## src/rtl/core/lirs_pkg.sv

```systemverilog
`default_nettype none

package lirs_pkg;

   localparam int SampleWidth = 16;
   localparam int StepWidth = 20;
   localparam int PhaseWidth = 21;
   localparam int FracWidth = 16;
   localparam int MaxOutputs = 64;
   localparam int CountWidth = $clog2(MaxOutputs);
   localparam int QueueDepth = 4;

   localparam logic [StepWidth-1:0] StepReset = StepWidth'(65536);
   localparam logic [PhaseWidth-1:0] PhaseOne = PhaseWidth'(65536);

   typedef logic signed [SampleWidth-1:0] sample_type;
   typedef logic [StepWidth-1:0] step_type;
   typedef logic [PhaseWidth-1:0] phase_type;

   // One queued input word, tagged by the front with whether it opens a buffer.
   typedef struct packed {
      sample_type sample;
      logic       buffer_end;
      logic       first;
   } item_type;

   typedef enum logic {
      BACK_IDLE,
      BACK_RUN
   } back_state_type;

endpackage

`default_nettype wire

```

## src/rtl/core/lirs_req_if.sv

```systemverilog
`default_nettype none

interface lirs_req_if;
   logic                 valid;
   logic                 ready;
   lirs_pkg::sample_type sample_in;
   logic                 buffer_end;

   modport source (output valid, output sample_in, output buffer_end, input ready);
   modport sink (input valid, input sample_in, input buffer_end, output ready);
endinterface

`default_nettype wire

```

## src/rtl/core/lirs_rsp_if.sv

```systemverilog
`default_nettype none

interface lirs_rsp_if;
   logic                 valid;
   logic                 ready;
   lirs_pkg::sample_type sample_out;
   logic                 run_last;

   modport source (output valid, output sample_out, output run_last, input ready);
   modport sink (input valid, input sample_out, input run_last, output ready);
endinterface

`default_nettype wire

```

## src/rtl/core/lirs_front.sv

```systemverilog
`default_nettype none

module lirs_front #(
   parameter int QueueDepth = lirs_pkg::QueueDepth
) (
   input  wire logic         clock,
   input  wire logic         reset,
   lirs_req_if.sink          req,
   output lirs_pkg::item_type item,
   output logic              item_valid,
   input  wire logic         item_pop
);
   import lirs_pkg::*;

   localparam int PtrWidth = $clog2(QueueDepth);
   localparam int FillWidth = $clog2(QueueDepth + 1);

   item_type               queue_ff [QueueDepth];
   logic [PtrWidth-1:0]    wr_ptr_ff, wr_ptr_in;
   logic [PtrWidth-1:0]    rd_ptr_ff, rd_ptr_in;
   logic [FillWidth-1:0]   fill_ff, fill_in;
   logic                   have_prev_ff, have_prev_in;
   logic                   push;
   logic                   pop;
   item_type               new_item;

   assign req.ready = (fill_ff != FillWidth'(QueueDepth));
   assign push = req.valid && req.ready;
   assign item_valid = (fill_ff != '0);
   assign pop = item_pop && item_valid;
   assign item = queue_ff[rd_ptr_ff];

   // The first word after reset or after a buffer end opens a new buffer.
   always_comb begin
      new_item.sample = req.sample_in;
      new_item.buffer_end = req.buffer_end;
      new_item.first = !have_prev_ff;
   end

   always_comb begin
      have_prev_in = have_prev_ff;
      wr_ptr_in = wr_ptr_ff;
      rd_ptr_in = rd_ptr_ff;
      if (push) begin
         have_prev_in = !req.buffer_end;
         wr_ptr_in = (wr_ptr_ff == PtrWidth'(QueueDepth - 1)) ? '0 : wr_ptr_ff + 1'b1;
      end
      if (pop) begin
         rd_ptr_in = (rd_ptr_ff == PtrWidth'(QueueDepth - 1)) ? '0 : rd_ptr_ff + 1'b1;
      end
      fill_in = fill_ff + FillWidth'(push) - FillWidth'(pop);
   end

   always_ff @(posedge clock) begin
      if (reset) begin
         have_prev_ff <= 1'b0;
         wr_ptr_ff <= '0;
         rd_ptr_ff <= '0;
         fill_ff <= '0;
      end else begin
         have_prev_ff <= have_prev_in;
         wr_ptr_ff <= wr_ptr_in;
         rd_ptr_ff <= rd_ptr_in;
         fill_ff <= fill_in;
      end
   end

   always_ff @(posedge clock) begin
      if (push) begin
         queue_ff[wr_ptr_ff] <= new_item;
      end
   end

endmodule

`default_nettype wire

```

## src/rtl/core/lirs_back.sv

```systemverilog
`default_nettype none

module lirs_back (
   input  wire logic              clock,
   input  wire logic              reset,
   input  wire lirs_pkg::item_type item,
   input  wire logic              item_valid,
   output logic                   item_pop,
   input  wire lirs_pkg::step_type step_ratio,
   lirs_rsp_if.source             rsp
);
   import lirs_pkg::*;

   back_state_type          state_ff, state_in;
   sample_type              prev_ff;
   sample_type              cur_ff;
   logic                    end_ff;
   phase_type               phase_ff;
   logic [CountWidth-1:0]   count_ff;
   logic                    rsp_valid_ff;
   sample_type              rsp_sample_ff;
   logic                    rsp_last_ff;

   logic                    out_free;
   logic                    emit;
   logic                    phase_below_one;
   logic signed [SampleWidth:0]     diff;
   logic signed [2*SampleWidth+1:0] product;
   sample_type              interp;
   phase_type               phase_sum;
   logic                    sum_past_one;
   logic                    run_done;
   phase_type               phase_after;

   assign rsp.valid = rsp_valid_ff;
   assign rsp.sample_out = rsp_sample_ff;
   assign rsp.run_last = rsp_last_ff;

   assign out_free = !rsp_valid_ff || rsp.ready;
   assign phase_below_one = (phase_ff[PhaseWidth-1:FracWidth] == '0);

   // The product's bits above the fraction are the floor of the scaled difference.
   always_comb begin
      diff = {cur_ff[SampleWidth-1], cur_ff} - {prev_ff[SampleWidth-1], prev_ff};
      product = diff * $signed({1'b0, phase_ff[FracWidth-1:0]});
      interp = prev_ff + product[FracWidth+SampleWidth-1:FracWidth];
      phase_sum = phase_ff + PhaseWidth'(step_ratio);
      sum_past_one = (phase_sum[PhaseWidth-1:FracWidth] != '0);
      run_done = sum_past_one || (count_ff == CountWidth'(MaxOutputs - 1));
      phase_after = sum_past_one ? phase_sum - PhaseOne : '0;
   end

   always_comb begin
      item_pop = 1'b0;
      emit = 1'b0;
      unique case (state_ff)
         BACK_IDLE: begin
            item_pop = item_valid;
         end
         BACK_RUN: begin
            emit = out_free;
         end
         default: begin
            item_pop = 1'b0;
         end
      endcase
   end

   always_comb begin
      state_in = state_ff;
      unique case (state_ff)
         BACK_IDLE: begin
            if (item_valid && !item.first && phase_below_one) begin
               state_in = BACK_RUN;
            end
         end
         BACK_RUN: begin
            if (emit && run_done) begin
               state_in = BACK_IDLE;
            end
         end
         default: begin
            state_in = BACK_IDLE;
         end
      endcase
   end

   always_ff @(posedge clock) begin
      if (reset) begin
         state_ff <= BACK_IDLE;
         prev_ff <= '0;
         phase_ff <= '0;
         count_ff <= '0;
         rsp_valid_ff <= 1'b0;
      end else begin
         state_ff <= state_in;
         if (item_pop) begin
            if (!item.first && phase_below_one) begin
               count_ff <= '0;
            end else begin
               // A word that emits nothing closes its interval at once.
               prev_ff <= item.buffer_end ? '0 : item.sample;
               if (item.buffer_end || item.first) begin
                  phase_ff <= '0;
               end else begin
                  phase_ff <= phase_ff - PhaseOne;
               end
            end
         end
         if (emit) begin
            count_ff <= count_ff + 1'b1;
            if (run_done) begin
               phase_ff <= end_ff ? '0 : phase_after;
               prev_ff <= end_ff ? '0 : cur_ff;
            end else begin
               phase_ff <= phase_sum;
            end
         end
         if (emit) begin
            rsp_valid_ff <= 1'b1;
         end else if (rsp.ready) begin
            rsp_valid_ff <= 1'b0;
         end
      end
   end

   always_ff @(posedge clock) begin
      if (item_pop) begin
         cur_ff <= item.sample;
         end_ff <= item.buffer_end;
      end
      if (emit) begin
         rsp_sample_ff <= interp;
         rsp_last_ff <= run_done;
      end
   end

endmodule

`default_nettype wire

```

## src/rtl/core/linear_interp_resampler_unit.sv

```systemverilog
// Streaming linear-interpolation resampler for pitch shifting.
// Input words arrive on req (valid/ready) with a signed 16-bit sample and a
// buffer_end flag; interpolated words leave on rsp with run_last set on the
// last word produced by each input word. The step ratio is an unsigned Q4.16
// value written through csr_write_enable and csr_write_data while the block
// is idle, which the user must ensure since the block does not enforce it;
// it resets to 1.0. Input words enter a small queue, so req stays ready until
// four words wait. The back end takes one queued word per cycle when idle; a
// word that produces nothing (the first of a buffer, or one skipped by a large
// step) is consumed at once. Otherwise the word is loaded and then yields its
// output words, at most 64; the 17 by 17 interpolation multiplier produces one
// output per cycle while rsp is not stalled. An input word reaches rsp through
// the queue, the back end's sample register and the output register.
// When rsp stalls, the output register holds its word and the back end waits;
// the queue keeps taking input until it is full.
// Reset empties the queue, clears the previous sample and read phase, and
// sets the step ratio to 1.0.
`default_nettype none

module linear_interp_resampler_unit #(
   parameter int QueueDepth = lirs_pkg::QueueDepth
) (
   input  wire logic                clock,
   input  wire logic                reset,
   lirs_req_if.sink                 req,
   lirs_rsp_if.source               rsp,
   input  wire logic                csr_write_enable,
   input  wire lirs_pkg::step_type  csr_write_data
);
   import lirs_pkg::*;

   step_type step_ratio_ff;
   item_type item;
   logic     item_valid;
   logic     item_pop;

   always_ff @(posedge clock) begin
      if (reset) begin
         step_ratio_ff <= StepReset;
      end else if (csr_write_enable) begin
         step_ratio_ff <= csr_write_data;
      end
   end

   lirs_front #(
      .QueueDepth(QueueDepth)
   ) u_front (
      .clock      (clock),
      .reset      (reset),
      .req        (req),
      .item       (item),
      .item_valid (item_valid),
      .item_pop   (item_pop)
   );

   lirs_back u_back (
      .clock      (clock),
      .reset      (reset),
      .item       (item),
      .item_valid (item_valid),
      .item_pop   (item_pop),
      .step_ratio (step_ratio_ff),
      .rsp        (rsp)
   );

endmodule

`default_nettype wire

```

## src/flat_wrapper.sv

```systemverilog
// flat-port wrapper written by rule: the top's interface ports become plain ports
module linear_interp_resampler_unit_flat import lirs_pkg::*;
#(
   parameter int QueueDepth = lirs_pkg::QueueDepth
)
  (clock, reset, csr_write_enable, csr_write_data, req_valid, req_sample_in, req_buffer_end, req_ready, rsp_valid, rsp_sample_out, rsp_run_last, rsp_ready);
  lirs_req_if req_i ();
  lirs_rsp_if rsp_i ();
  input  wire logic clock;
  input  wire logic reset;
  input  wire logic csr_write_enable;
  input  wire lirs_pkg::step_type csr_write_data;
  input wire logic [$bits(req_i.valid)-1:0] req_valid;
  input wire logic [$bits(req_i.sample_in)-1:0] req_sample_in;
  input wire logic [$bits(req_i.buffer_end)-1:0] req_buffer_end;
  output wire logic [$bits(req_i.ready)-1:0] req_ready;
  output wire logic [$bits(rsp_i.valid)-1:0] rsp_valid;
  output wire logic [$bits(rsp_i.sample_out)-1:0] rsp_sample_out;
  output wire logic [$bits(rsp_i.run_last)-1:0] rsp_run_last;
  input wire logic [$bits(rsp_i.ready)-1:0] rsp_ready;
  assign req_i.valid = req_valid;
  assign req_i.sample_in = req_sample_in;
  assign req_i.buffer_end = req_buffer_end;
  assign req_ready = req_i.ready;
  assign rsp_valid = rsp_i.valid;
  assign rsp_sample_out = rsp_i.sample_out;
  assign rsp_run_last = rsp_i.run_last;
  assign rsp_i.ready = rsp_ready;
  linear_interp_resampler_unit #(.QueueDepth(QueueDepth)) u_core (.clock(clock), .reset(reset), .req(req_i), .rsp(rsp_i), .csr_write_enable(csr_write_enable), .csr_write_data(csr_write_data));
endmodule
```

## config.mk

```make
export PLATFORM = sky130hd
export DESIGN_NAME = linear_interp_resampler_unit_flat
export DESIGN_NICKNAME = d
export VERILOG_FILES = /design/src/rtl/core/lirs_pkg.sv /design/src/rtl/core/lirs_req_if.sv /design/src/rtl/core/lirs_rsp_if.sv /design/src/rtl/core/lirs_front.sv /design/src/rtl/core/lirs_back.sv /design/src/rtl/core/linear_interp_resampler_unit.sv /design/src/flat_wrapper.sv
export SDC_FILE = /design/constraint.sdc
export NUM_CORES = 1
export LEC_CHECK = 0
export BUFFER_PORTS_ARGS = -buffer_cell sky130_fd_sc_hd__buf_4
export CAP_MARGIN = 20
export CORE_ASPECT_RATIO = 0.9
export CORE_MARGIN = 5
export CORE_UTILIZATION = 53
export DETAILED_ROUTE_END_ITERATION = 16
export GPL_TIMING_DRIVEN = 1
export PLACE_DENSITY = 0.68
export SETUP_SLACK_MARGIN = 0.3
export SYNTH_ARGS = -nofsm -noshare
export SYNTH_HDL_FRONTEND = slang
export SYNTH_HIERARCHICAL = 1
export SYNTH_SLANG_ARGS = --single-unit
```

## constraint.sdc

```tcl
create_clock -name clock -period 9.5 [get_ports clock]
set_clock_uncertainty 0.05 [all_clocks]
set_input_delay 2.375 -clock clock [delete_from_list [all_inputs] [get_ports clock]]
set_output_delay 2.375 -clock clock [all_outputs]
set_load 0.02 [all_outputs]
```

==> results.py, run 1 <==
metrics = {
    "critical_path": {
        "worstReg2RegEnd": "u_core/u_back/rsp.sample_out[15]",
        "critical_path.max_fanout": 4,
        "slowest_delay_ps": 570,
        "timing.rr.start": "u_core/u_back/cur_ff[0]",
        "critPathLaunch": "u_core/u_back/cur_ff[0]",
        "reg2regPathDepth": 41,
        "crit_arrival_ps": 9930,
        "critPathKind": "flip-flop to flip-flop",
        "worstSetupStartpointType": "flip-flop",
        "reg2reg_setup_slack_ps": -300,
        "crit_end": "u_core/u_back/rsp.sample_out[15]",
        "critPathSlowestCell": "sky130_fd_sc_hd__fa_1",
        "critPathCaptureType": "flip-flop",
        "cp.required_ps": 9630,
        "cpMostUsedCell": "sky130_fd_sc_hd__fa_1",
    },
    "floorplan": {
        "num_io_pins": 61,
        "rows": 67,
        "dieWidth_um": 215,
        "core_area_um2": 37300,
        "fp.dieArea_um2": 41700,
        "dieHeight_um": 194,
        "initial_core_util_pct": 53.6,
    },
    "power_and_ir_drop": {
        "internal_power_uw": 2940,
        "part_of_the_total_power_dissipated_in_sequential_elements_pct": 21.1,
        "pwr-share-clk_pct": 13.1,
        "power.switching_fraction_pct": 47.2,
        "static-leakage-power_uw": 0.0109,
        "power.density_cell_area_nw_per_um2": 239,
        "p_sw_uw": 2620,
        "comb_power_share_pct": 65.8,
        "vdd_drop_max_mv": 0.241,
    },
    "outcome": {
        "status": "finished with violations",
        "failed_checks": "setup timing",
    },
    "synth": {
        "synth.net_count": 2508,
        "netlist.top_cell.by_area": "sky130_fd_sc_hd__fa_1",
        "post_synth_inst_count": 2052,
        "yosysWarnings": 6,
        "synth-seq-area-share_pct": 23.4,
        "yosys-top-cells-count": "sky130_fd_sc_hd__inv_1, sky130_fd_sc_hd__fa_1, sky130_fd_sc_hd__nand2_1, sky130_fd_sc_hd__ha_1, sky130_fd_sc_hd__edfxtp_1",
        "synth.top_cell.area_share_pct": 26.9,
        "async_flop_share_pct": 0,
        "synth-main-ff-cell": "sky130_fd_sc_hd__edfxtp_1",
        "syn-cell-area_um2": 20000,
        "synth_enable_flop_cells": 106,
        "synth.distinct_cells": 84,
        "yosys_register_bits": 181,
        "postSynthAreaPerCell_um2": 9.75,
        "synth.most_common_cell": "sky130_fd_sc_hd__inv_1",
        "netlist_top_cells_area": "sky130_fd_sc_hd__fa_1, sky130_fd_sc_hd__edfxtp_1, sky130_fd_sc_hd__ha_1, sky130_fd_sc_hd__dfxtp_1, sky130_fd_sc_hd__inv_1",
    },
    "cells_and_area": {
        "final.fill_count": 2969,
        "design.final.nets": 2659,
        "final_cell_area_um2": 23300,
        "area_delta_synth_final_pct": 16.3,
        "layout-drive-gt1-share_pct": 19.3,
        "diodes": 0,
    },
    "global_route": {
        "antenna_found_initial": 1,
        "global_route_wire_length_before_repair_um": 79100,
        "top_usage_layer": "met2",
        "grt_use_met1_pct": 31.9,
        "grtUsageTotal_pct": 23.2,
        "gr-usage-met3_pct": 3.75,
        "grt_max_degree": 64,
        "vias_in_the_first_global_route": 15633,
        "global_route.overflow_total": 0,
        "use_met2_pct": 38.6,
    },
    "clock_tree": {
        "clock_path_buffers": 2,
        "cts_made_buffers": 17,
        "numClockSinks": 181,
        "worst_skew_late_latency_ps": 440,
        "clock_tree_from_tritoncts": "built",
        "htreeDepth": 4,
        "clkSlewWorstSetupHoldPaths_ps": 70,
        "ctsRootBufferMaster": "sky130_fd_sc_hd__clkbuf_16",
        "hold_buffers": 0,
    },
    "placement": {
        "final_estimated_routing_congestion_in_global_placement": 0.949,
        "dpl_cell_area_um2": 21700,
        "preCtsSetupSlack_ps": -393,
        "dp.final_hpwl_um": 36300,
        "number_of_input_and_output_port_buffers_inserted": 60,
    },
    "timing": {
        "slew_headroom_pct": 25.5,
        "achievable-frequency_mhz": 102,
        "post-route-min-period_ps": 9800,
        "worst_slew_pin_slew_ps": 1110,
        "post-route-worst-setup-slack_ps": -301,
        "finalMaxSlewViolations": 0,
        "setup_violations": 3,
        "hold_fails_final_rpt": 0,
        "whs_ps": 440,
        "totalNegativeSetupSlack_ps": -409,
        "fin_crit_sh_pct": 103,
        "rsz_0062_raised_after_global_routing": "true",
    },
    "routing": {
        "number_of_remaining_drc_errors": 0,
        "first_pass_iters": 5,
        "antenna_left": 0,
        "wirelength_um": 47500,
        "avgViaCountPerCell": 5.50,
        "routed-via-count": 14849,
        "drc_marker_count_from_the_first_detailed_route_iteration": 882,
        "post_drt_wl_per_cell_um": 17.6,
    },
    "hold_path": {
        "min_from": "u_core/u_back/count_ff[5]",
        "hold_class": "flip-flop to flip-flop",
    },
    "run": {
        "timing.max_cap.violations": 0,
    },
}
==> placed cells by master, fill, tap and decap left out, types with 28 or more instances in the layout <==
cell / instances
sky130_fd_sc_hd__a21oi_1: 75
sky130_fd_sc_hd__and2_1: 90
sky130_fd_sc_hd__buf_4: 208
sky130_fd_sc_hd__dfxtp_1: 74
sky130_fd_sc_hd__edfxtp_1: 106
sky130_fd_sc_hd__fa_1: 262
sky130_fd_sc_hd__ha_1: 134
sky130_fd_sc_hd__inv_1: 351
sky130_fd_sc_hd__mux2i_1: 28
sky130_fd_sc_hd__nand2_1: 196
sky130_fd_sc_hd__nand3_1: 29
sky130_fd_sc_hd__nor2_1: 68
sky130_fd_sc_hd__nor2b_1: 41
sky130_fd_sc_hd__o21ai_0: 38
sky130_fd_sc_hd__xnor2_1: 45
==> critical path: cells and delay by family, from the launching register on <==
kind	cells	cell delay, ps
fa+ha+maj	10	3840
compound gates	11	2390
simple gates	10	1840
buf+inv	8	720
flops	1	400
xor+xnor	2	290
==> logic make-up (layout without fill, tap and decap cells) <==
kind of cell / Yosys count / count (layout) / share of synthesized area (%)
flops: 181 / 181 / 23.4
mux: 48 / 48 / 3.60
xor+xnor: 68 / 68 / 2.98
fa+ha+maj: 414 / 414 / 36.0
compound gates: 270 / 270 / 9.21
simple gates: 615 / 615 / 16.0
buf+inv: 456 / 620 / 8.77
==> worst min path at each step <==
stage,to,slack [ps],depth (start not counted)
after floorplan,u_core/u_back/count_ff[5],400,1
after global placement,u_core/u_back/count_ff[5],410,1
after detailed placement,u_core/u_back/count_ff[5],430,1
after CTS,u_core/u_back/count_ff[5],440,1
after global routing,u_core/u_back/count_ff[5],470,1
final,u_core/u_back/count_ff[5],440,1
==> power groups by stage <==
| stage | clock network [µW] | registers [µW] | logic (µW) |
|---|---|---|---|
| detailed placement | 0 | 1190 | 3250 |
| floorplan | 0 | 1150 | 1980 |
| finish | 726 | 1170 | 3660 |
| CTS | 745 | 1170 | 3510 |
| global route | 774 | 1190 | 3970 |
| global placement | 0 | 1180 | 3190 |
==> state kept, by name, indices dropped and copies added, names as in the netlist, named ones only <==
signal,flops
u_core/u_front/fill_ff,3
u_core/u_back/rsp.valid,1
u_core/u_back/count_ff,6
u_core/u_front/queue_ff,72
u_core/u_back/rsp.sample_out,16
u_core/u_back/state_ff,1
u_core/u_front/wr_ptr_ff,2
u_core/u_back/cur_ff,16
u_core/u_back/phase_ff,21
u_core/step_ratio_ff,20
u_core/u_back/end_ff,1
u_core/u_front/rd_ptr_ff,2
u_core/u_back/rsp.run_last,1
u_core/u_front/have_prev_ff,1
u_core/u_back/prev_ff,16
==> layout make-up <==
| cell class | count | area, µm² | share of cell area [%] |
|---|---|---|---|
| clock inverters | 15 | 203 | 0.871 |
| repair buffers | 230 | 1860 | 7.98 |
| flip-flops and latches | 181 | 4690 | 20.1 |
| clock buffers | 17 | 425 | 1.83 |
| well taps | 483 | 604 | 2.60 |
| inverters | 358 | 1340 | 5.78 |
| multi-input cells | 1415 | 14100 | 60.8 |
==> routing by layer <==
| metal | part of all wire [%] | wire length, µm | up-vias |
|---|---|---|---|
| li1 | - | - | 6965 |
| met1 | 44 | 20900 | 7392 |
| met2 | 48 | 23000 | 427 |
| met3 | 5.6 | 2650 | 65 |
| met4 | 1.9 | 880 | 0 |
| met5 | 0 | 0 | - |
==> what timing repair did <==
item	CTS	global route
pin swaps	80	53
setup buffers	39	8
cloned	1	0
endpoints found under the setup margin	3	7
gates resized for setup	77	37
==> per-stage QoR <==
stage / instances / util, % / total power [µW]
finish: 2699 / 62.3 / 5560
floorplan: 2052 / - / 3130
CTS: 2691 / 61.7 / 5430
global placement: 2619 / 58.2 / 4370
detailed placement: 2619 / 58.2 / 4440
global route: 2699 / 62.3 / 5930
No activity file was read; power rests on OpenSTA's default activity.
==> run 2: changes to the inputs <==
Settings changed: ABC_AREA from default to 1.
==> results.py, run 2 <==
metrics = {
    "outcome": {
        "status": "finished, final reports clean",
    },
    "synth": {
        "synth_enable_flop_cells": 106,
        "netlist_top_cells_area": "sky130_fd_sc_hd__fa_1, sky130_fd_sc_hd__edfxtp_1, sky130_fd_sc_hd__inv_1, sky130_fd_sc_hd__ha_1, sky130_fd_sc_hd__nand2_1",
        "postSynthAreaPerCell_um2": 8.32,
        "synth-main-ff-cell": "sky130_fd_sc_hd__edfxtp_1",
        "synth.distinct_cells": 56,
        "post_synth_inst_count": 2419,
        "synth.net_count": 2875,
        "yosys_register_bits": 181,
        "yosysWarnings": 6,
        "synth.most_common_cell": "sky130_fd_sc_hd__inv_1",
        "synth.top_cell.area_share_pct": 26.7,
        "synth-seq-area-share_pct": 23.3,
        "yosys-top-cells-count": "sky130_fd_sc_hd__inv_1, sky130_fd_sc_hd__nand2_1, sky130_fd_sc_hd__nor2_1, sky130_fd_sc_hd__fa_1, sky130_fd_sc_hd__ha_1",
        "syn-cell-area_um2": 20100,
        "netlist.top_cell.by_area": "sky130_fd_sc_hd__fa_1",
        "async_flop_share_pct": 0,
    },
    "timing": {
        "achievable-frequency_mhz": 113,
        "fin_crit_sh_pct": 92.8,
        "worst_slew_pin_slew_ps": 907,
        "post-route-min-period_ps": 8810,
        "slew_headroom_pct": 39.4,
        "totalNegativeSetupSlack_ps": 0,
        "setup_violations": 0,
        "hold_fails_final_rpt": 0,
        "whs_ps": 426,
        "finalMaxSlewViolations": 0,
        "rsz_0062_raised_after_global_routing": "false",
    },
    "critical_path": {
        "crit_end": "u_core/u_back/rsp.sample_out[15]",
        "critical_path.max_fanout": 6,
        "path_delay_family": "adder cells",
        "cp.buffers_inverters": 15,
        "slowest_delay_ps": 540,
        "critPathKind": "flip-flop to flip-flop",
        "reg2regPathDepth": 43,
        "worstSetupStartpointType": "flip-flop",
        "cp_num_cells": 43,
        "critPathCaptureType": "flip-flop",
        "cp.required_ps": 9680,
        "cpMostUsedCell": "sky130_fd_sc_hd__inv_1",
        "reg2reg_setup_slack_ps": 690,
        "worstReg2RegEnd": "u_core/u_back/rsp.sample_out[15]",
        "timing.rr.start": "u_core/u_back/prev_ff[7]",
        "critPathSlowestCell": "sky130_fd_sc_hd__fa_1",
        "crit_arrival_ps": 8990,
        "critPathLaunch": "u_core/u_back/prev_ff[7]",
    },
    "hold_path": {
        "hold_depth": 2,
        "hold_class": "flip-flop to flip-flop",
    },
    "cells_and_area": {
        "layout.cells.most_common": "sky130_fd_sc_hd__inv_1",
        "final_cell_area_um2": 22200,
        "area_delta_synth_final_pct": 10.0,
        "largest_register_ffs": 72,
        "layout.core_utilization_pct": 59.3,
        "biggestRegsByFlops": "u_core/u_front/queue_ff x72, u_core/u_back/phase_ff x21, u_core/step_ratio_ff x20",
        "design.final.nets": 2939,
        "diodes": 0,
        "layout-drive-gt1-share_pct": 11.2,
        "registers.top_by_ff_count": "u_core/u_front/queue_ff",
        "mostFrequentLayoutCells": "sky130_fd_sc_hd__inv_1, sky130_fd_sc_hd__nand2_1, sky130_fd_sc_hd__nor2_1, sky130_fd_sc_hd__fa_1, sky130_fd_sc_hd__ha_1",
    },
    "placement": {
        "number_of_input_and_output_port_buffers_inserted": 60,
        "dp.final_hpwl_um": 42200,
        "dpl_cell_area_um2": 21000,
        "final_estimated_routing_congestion_in_global_placement": 0.955,
    },
    "clock_tree": {
        "clock_path_buffers": 2,
        "clkSlewWorstSetupHoldPaths_ps": 80,
        "clock_tree_from_tritoncts": "built",
        "htreeDepth": 4,
        "cts_made_buffers": 17,
        "ctsRootBufferMaster": "sky130_fd_sc_hd__clkbuf_16",
        "numClockSinks": 181,
        "worst_skew_late_latency_ps": 460,
    },
    "power_and_ir_drop": {
        "fin_total_pwr_uw": 5330,
        "static-leakage-power_uw": 0.0110,
        "power.density_cell_area_nw_per_um2": 240,
        "vdd_drop_max_mv": 0.195,
    },
    "global_route": {
        "antenna_found_initial": 1,
        "vias_in_the_first_global_route": 16208,
        "grtUsageTotal_pct": 25.4,
        "global_route_wire_length_before_repair_um": 84700,
        "grt_max_degree": 41,
        "global_route.overflow_total": 0,
    },
    "routing": {
        "antenna_left": 0,
        "avgViaCountPerCell": 5.38,
        "drc_marker_count_from_the_first_detailed_route_iteration": 1147,
        "number_of_remaining_drc_errors": 0,
        "first_pass_iters": 5,
        "post_drt_wl_per_cell_um": 17.7,
        "routed-via-count": 16020,
        "wirelength_um": 52800,
    },
    "floorplan": {
        "fp.dieArea_um2": 42000,
        "rows": 67,
        "initial_core_util_pct": 53.9,
        "core_area_um2": 37400,
        "num_io_pins": 61,
        "dieWidth_um": 215,
        "dieHeight_um": 195,
    },
    "run": {
        "timing.max_cap.violations": 0,
    },
}
[run 2: cell types whose count changed in the layout (fill, tap and decap cells not counted), sizes merged, moves of 61 or more]
cell,change
nor2,+212
inv,+155
nand2,+238
and2,-97
o21ai,+61
buf,-126
[run 2: how the worst min path moves through the flow]
stage / startpoint / endpoint / slack [ps]
final: u_core/step_ratio_ff[7] / u_core/step_ratio_ff[7] / 430
after global routing: u_core/step_ratio_ff[3] / u_core/step_ratio_ff[3] / 460
after global placement: u_core/u_back/count_ff[1] / u_core/u_back/count_ff[1] / 420
after floorplan: u_core/step_ratio_ff[16] / u_core/step_ratio_ff[16] / 380
after CTS: u_core/step_ratio_ff[7] / u_core/step_ratio_ff[7] / 430
after detailed placement: u_core/step_ratio_ff[7] / u_core/step_ratio_ff[7] / 420
[run 2: metal layers]
layer	track usage (%)	share of wire (%)	vias up
met5	0	0.025	-
met4	10.4	4.8	2
met3	4.50	6.3	136
met2	42.3	47	496
met1	33.1	42	7798
li1	-	-	7588
[run 2: kinds of logic (layout without fill, tap and decap cells)]
group,Yosys count,after routing,share of synthesized area (%)
AND/OR/NAND/NOR,872,872,18.2
AO/OA/AOI/OAI,311,311,8.64
buffers and inverters,589,666,11.8
flip-flops,181,181,23.3
adder cells (fa/ha/maj),414,414,35.8
XOR/XNOR,52,52,2.26
[run 2: through the flow]
step	std cells	worst slack (ps)
final	2979	688
after global routing	2979	265
after CTS	2958	335
after detailed placement	2926	223
after global placement	2926	405
after floorplan	2419	1240
[run 2: area by class of cell]
type                    instances  area (µm²)
clock inverters                14         195
fillers                      3350       15200
repair buffers                104         782
clock buffers                  18         439
inverters                     528        2010
multi-input cells            1649       13400
repair inverters                2        10.0
flip-flops and latches        181        4690
well taps                     483         604
[run 2: worst min-delay path: stages (launching register included)]
cell and delay (ps):
sky130_fd_sc_hd__dfxtp_1 310, sky130_fd_sc_hd__nor2_1 80, sky130_fd_sc_hd__nor2_1 50
[run 2: what timing repair did]
action,CTS,global route
pin swaps,0,12
cloned,0,2
hold buffers,0,0
gates resized for setup,2,95
setup buffers,0,19
endpoints found under the hold margin,0,0
setup endpoints to repair,1,10
[run 2: where the power goes]
| group | total [µW] | switching, µW | leakage [µW] | internal [µW] |
|---|---|---|---|---|
| sequential | 1170 | 126 | 0.00160 | 1050 |
| clock | 760 | 331 | 0.000300 | 429 |
| combinational | 3390 | 2300 | 0.00911 | 1090 |
==> run 3: changes to the inputs <==
Settings changed: ABC_AREA 1 to default, SYNTH_HIERARCHICAL 1 to default.
==> results.py, run 3 <==
metrics = {
    "outcome": {
        "status": "finished, final reports clean",
    },
    "synth": {
        "syn-cell-area_um2": 19200,
        "synth-main-ff-cell": "sky130_fd_sc_hd__edfxtp_1",
        "yosys_register_bits": 181,
        "synth.most_common_cell": "sky130_fd_sc_hd__inv_1",
        "yosys-top-cells-count": "sky130_fd_sc_hd__inv_1, sky130_fd_sc_hd__fa_1, sky130_fd_sc_hd__nand2_1, sky130_fd_sc_hd__ha_1, sky130_fd_sc_hd__edfxtp_1",
        "yosysWarnings": 0,
        "synth.top_cell.area_share_pct": 28.1,
        "synth-seq-area-share_pct": 24.5,
        "post_synth_inst_count": 1926,
        "netlist.top_cell.by_area": "sky130_fd_sc_hd__fa_1",
        "synth.distinct_cells": 74,
        "synth.net_count": 2382,
        "postSynthAreaPerCell_um2": 9.94,
        "netlist_top_cells_area": "sky130_fd_sc_hd__fa_1, sky130_fd_sc_hd__edfxtp_1, sky130_fd_sc_hd__ha_1, sky130_fd_sc_hd__dfxtp_1, sky130_fd_sc_hd__inv_1",
        "synth_enable_flop_cells": 106,
        "async_flop_share_pct": 0,
    },
    "timing": {
        "post-route-worst-setup-slack_ps": 331,
        "slew_headroom_pct": 30.2,
        "finalMaxSlewViolations": 0,
        "setup_violations": 0,
        "achievable-frequency_mhz": 109,
        "post-route-min-period_ps": 9170,
        "hold_fails_final_rpt": 0,
        "worst_slew_pin_slew_ps": 1040,
        "whs_ps": 447,
        "rsz_0062_raised_after_global_routing": "true",
        "fin_crit_sh_pct": 96.5,
    },
    "critical_path": {
        "crit_arrival_ps": 9310,
        "critical_path.max_fanout": 4,
        "worstSetupStartpointType": "flip-flop",
        "critPathCaptureType": "flip-flop",
        "critPathSlowestCell": "sky130_fd_sc_hd__fa_1",
        "critPathKind": "flip-flop to flip-flop",
        "cp.required_ps": 9640,
        "cpMostUsedCell": "sky130_fd_sc_hd__fa_1",
        "slowest_delay_ps": 550,
    },
    "routing": {
        "routed-via-count": 13636,
        "antenna_left": 0,
        "post_drt_wl_per_cell_um": 17.1,
        "first_pass_iters": 5,
        "number_of_remaining_drc_errors": 0,
        "avgViaCountPerCell": 5.35,
        "wirelength_um": 43500,
        "drc_marker_count_from_the_first_detailed_route_iteration": 669,
    },
    "global_route": {
        "grtUsageTotal_pct": 22.8,
        "vias_in_the_first_global_route": 14654,
        "grt_max_degree": 61,
        "global_route.overflow_total": 0,
        "global_route_wire_length_before_repair_um": 73500,
        "antenna_found_initial": 0,
    },
    "power_and_ir_drop": {
        "power.switching_fraction_pct": 47.4,
        "power.density_cell_area_nw_per_um2": 272,
        "vdd_drop_max_mv": 0.331,
        "comb_power_share_pct": 67.5,
        "pwr-share-clk_pct": 12.3,
        "p_sw_uw": 2840,
        "fin_total_pwr_uw": 5980,
        "static-leakage-power_uw": 0.0105,
        "internal_power_uw": 3140,
        "part_of_the_total_power_dissipated_in_sequential_elements_pct": 20.2,
    },
    "clock_tree": {
        "worst_skew_late_latency_ps": 450,
        "ctsRootBufferMaster": "sky130_fd_sc_hd__clkbuf_16",
        "clock_tree_from_tritoncts": "built",
        "numClockSinks": 181,
        "hold_buffers": 0,
        "clock_path_buffers": 2,
        "htreeDepth": 4,
        "cts_made_buffers": 17,
        "clkSlewWorstSetupHoldPaths_ps": 70,
    },
    "cells_and_area": {
        "fin_cells": 2547,
        "area_delta_synth_final_pct": 14.8,
        "diodes": 0,
        "biggestRegsByFlops": "u_core.u_front.queue_ff x72, u_core.u_back.phase_ff x21, u_core.step_ratio_ff x20",
        "design.final.nets": 2514,
        "final.fill_count": 2982,
        "layout.cells.most_common": "sky130_fd_sc_hd__inv_1",
        "registers.top_by_ff_count": "u_core.u_front.queue_ff",
        "multiInputGateArea_um2": 13300,
        "layout-drive-gt1-share_pct": 16.8,
        "layout.core_utilization_pct": 61.2,
        "largest_register_ffs": 72,
        "register_area_um2": 4690,
        "mostFrequentLayoutCells": "sky130_fd_sc_hd__inv_1, sky130_fd_sc_hd__fa_1, sky130_fd_sc_hd__nand2_1, sky130_fd_sc_hd__buf_4, sky130_fd_sc_hd__ha_1",
    },
    "floorplan": {
        "dieHeight_um": 190,
        "rows": 66,
        "fp.dieArea_um2": 40000,
        "dieWidth_um": 210,
        "num_io_pins": 61,
        "core_area_um2": 35900,
        "initial_core_util_pct": 53.3,
    },
    "placement": {
        "number_of_input_and_output_port_buffers_inserted": 60,
        "preCtsSetupSlack_ps": -318,
        "dp.final_hpwl_um": 33900,
        "number_of_placed_cells_counting_well_taps": 2497,
        "final_estimated_routing_congestion_in_global_placement": 0.889,
    },
    "hold_path": {
        "hold_class": "flip-flop to flip-flop",
    },
    "run": {
        "timing.max_cap.violations": 0,
    },
}
-- run 3: cell count changes after synthesis, sizes merged, moves of 31 or more --
cell / previous run / this run
inv: 520 / 362
xnor2: 17 / 51
nor2: 286 / 83
a21oi: 138 / 66
o21ai: 111 / 53
nand3: 88 / 12
and2: 2 / 104
nand2b: 0 / 31
nor2b: 0 / 32
nand2: 438 / 211
-- run 3: per-stage QoR --
stage,instance area (µm²),setup TNS (ps)
6_report,22000,0
2_1_floorplan,19200,0
5_1_grt,22000,-60.4
3_3_place_gp,20700,-214
4_1_cts,21700,0
3_5_place_dp,20700,-517
-- run 3: per-layer routing --
layer	track usage (%)	vias up	part of all wire, %
met5	0	-	0
met4	5.73	0	2.2
met3	3.83	60	5.2
met2	38.4	332	49
met1	31.1	6823	44
li1	-	6421	-
-- run 3: worst max-delay path: cells and delay by family, from the launching register on --
family / cells / cell delay (ps)
xor gates and xnor gates: 4 / 480
AOI/OAI and AO/OA: 15 / 2700
adders and majority gates: 9 / 3830
and+or+nand+nor: 4 / 460
buffers and inverters: 8 / 940
DFF: 1 / 430
-- run 3: power by group through the flow --
stage | clock network, µW | logic, µW | registers, µW
3_5_place_dp | 0 | 3650 | 1220
3_3_place_gp | 0 | 3570 | 1210
5_1_grt | 789 | 4390 | 1230
6_report | 735 | 4040 | 1210
2_1_floorplan | 0 | 2080 | 1160
4_1_cts | 753 | 3860 | 1200
-- run 3: final timing paths --
| kind | slack [ps] | depth (start not counted) | from | end |
|---|---|---|---|---|
| setup / recovery | 330 | 40 | u_core.u_back.cur_ff[2] | u_core.u_back.rsp.sample_out[15] |
| hold / removal | 450 | 2 | u_core.u_back.count_ff[1] | u_core.u_back.count_ff[1] |
| setup reg to reg | 330 | 40 | u_core.u_back.cur_ff[2] | u_core.u_back.rsp.sample_out[15] |
| hold reg to reg | 450 | 2 | u_core.u_back.count_ff[1] | u_core.u_back.count_ff[1] |
-- run 3: what timing repair did --
| item | in CTS | in global routing |
|---|---|---|
| resized for setup | 63 | 45 |
| pin swaps | 91 | 58 |
| setup endpoints to repair | 6 | 8 |
| buffers inserted | 12 | 5 |
-- run 3: cells by family after synthesis --
logic type | Yosys count | synth area share, %
and+or+nand+nor | 552 | 14.4
DFF | 181 | 24.5
buffers and inverters | 433 | 8.62
AOI/OAI and AO/OA | 230 | 8.06
adders and majority gates | 414 | 37.6
muxes | 45 | 3.55
xor gates and xnor gates | 71 | 3.34
-- run 3: layout make-up --
| cell class | instances | share of cell area, % |
|---|---|---|
| tap | 476 | 2.71 |
| clock inverter | 14 | 0.860 |
| multi-input combinational | 1312 | 60.4 |
| sequential | 181 | 21.3 |
| timing repair buffer | 183 | 6.55 |
| clock buffer | 18 | 2.00 |
| inverter | 363 | 6.20 |
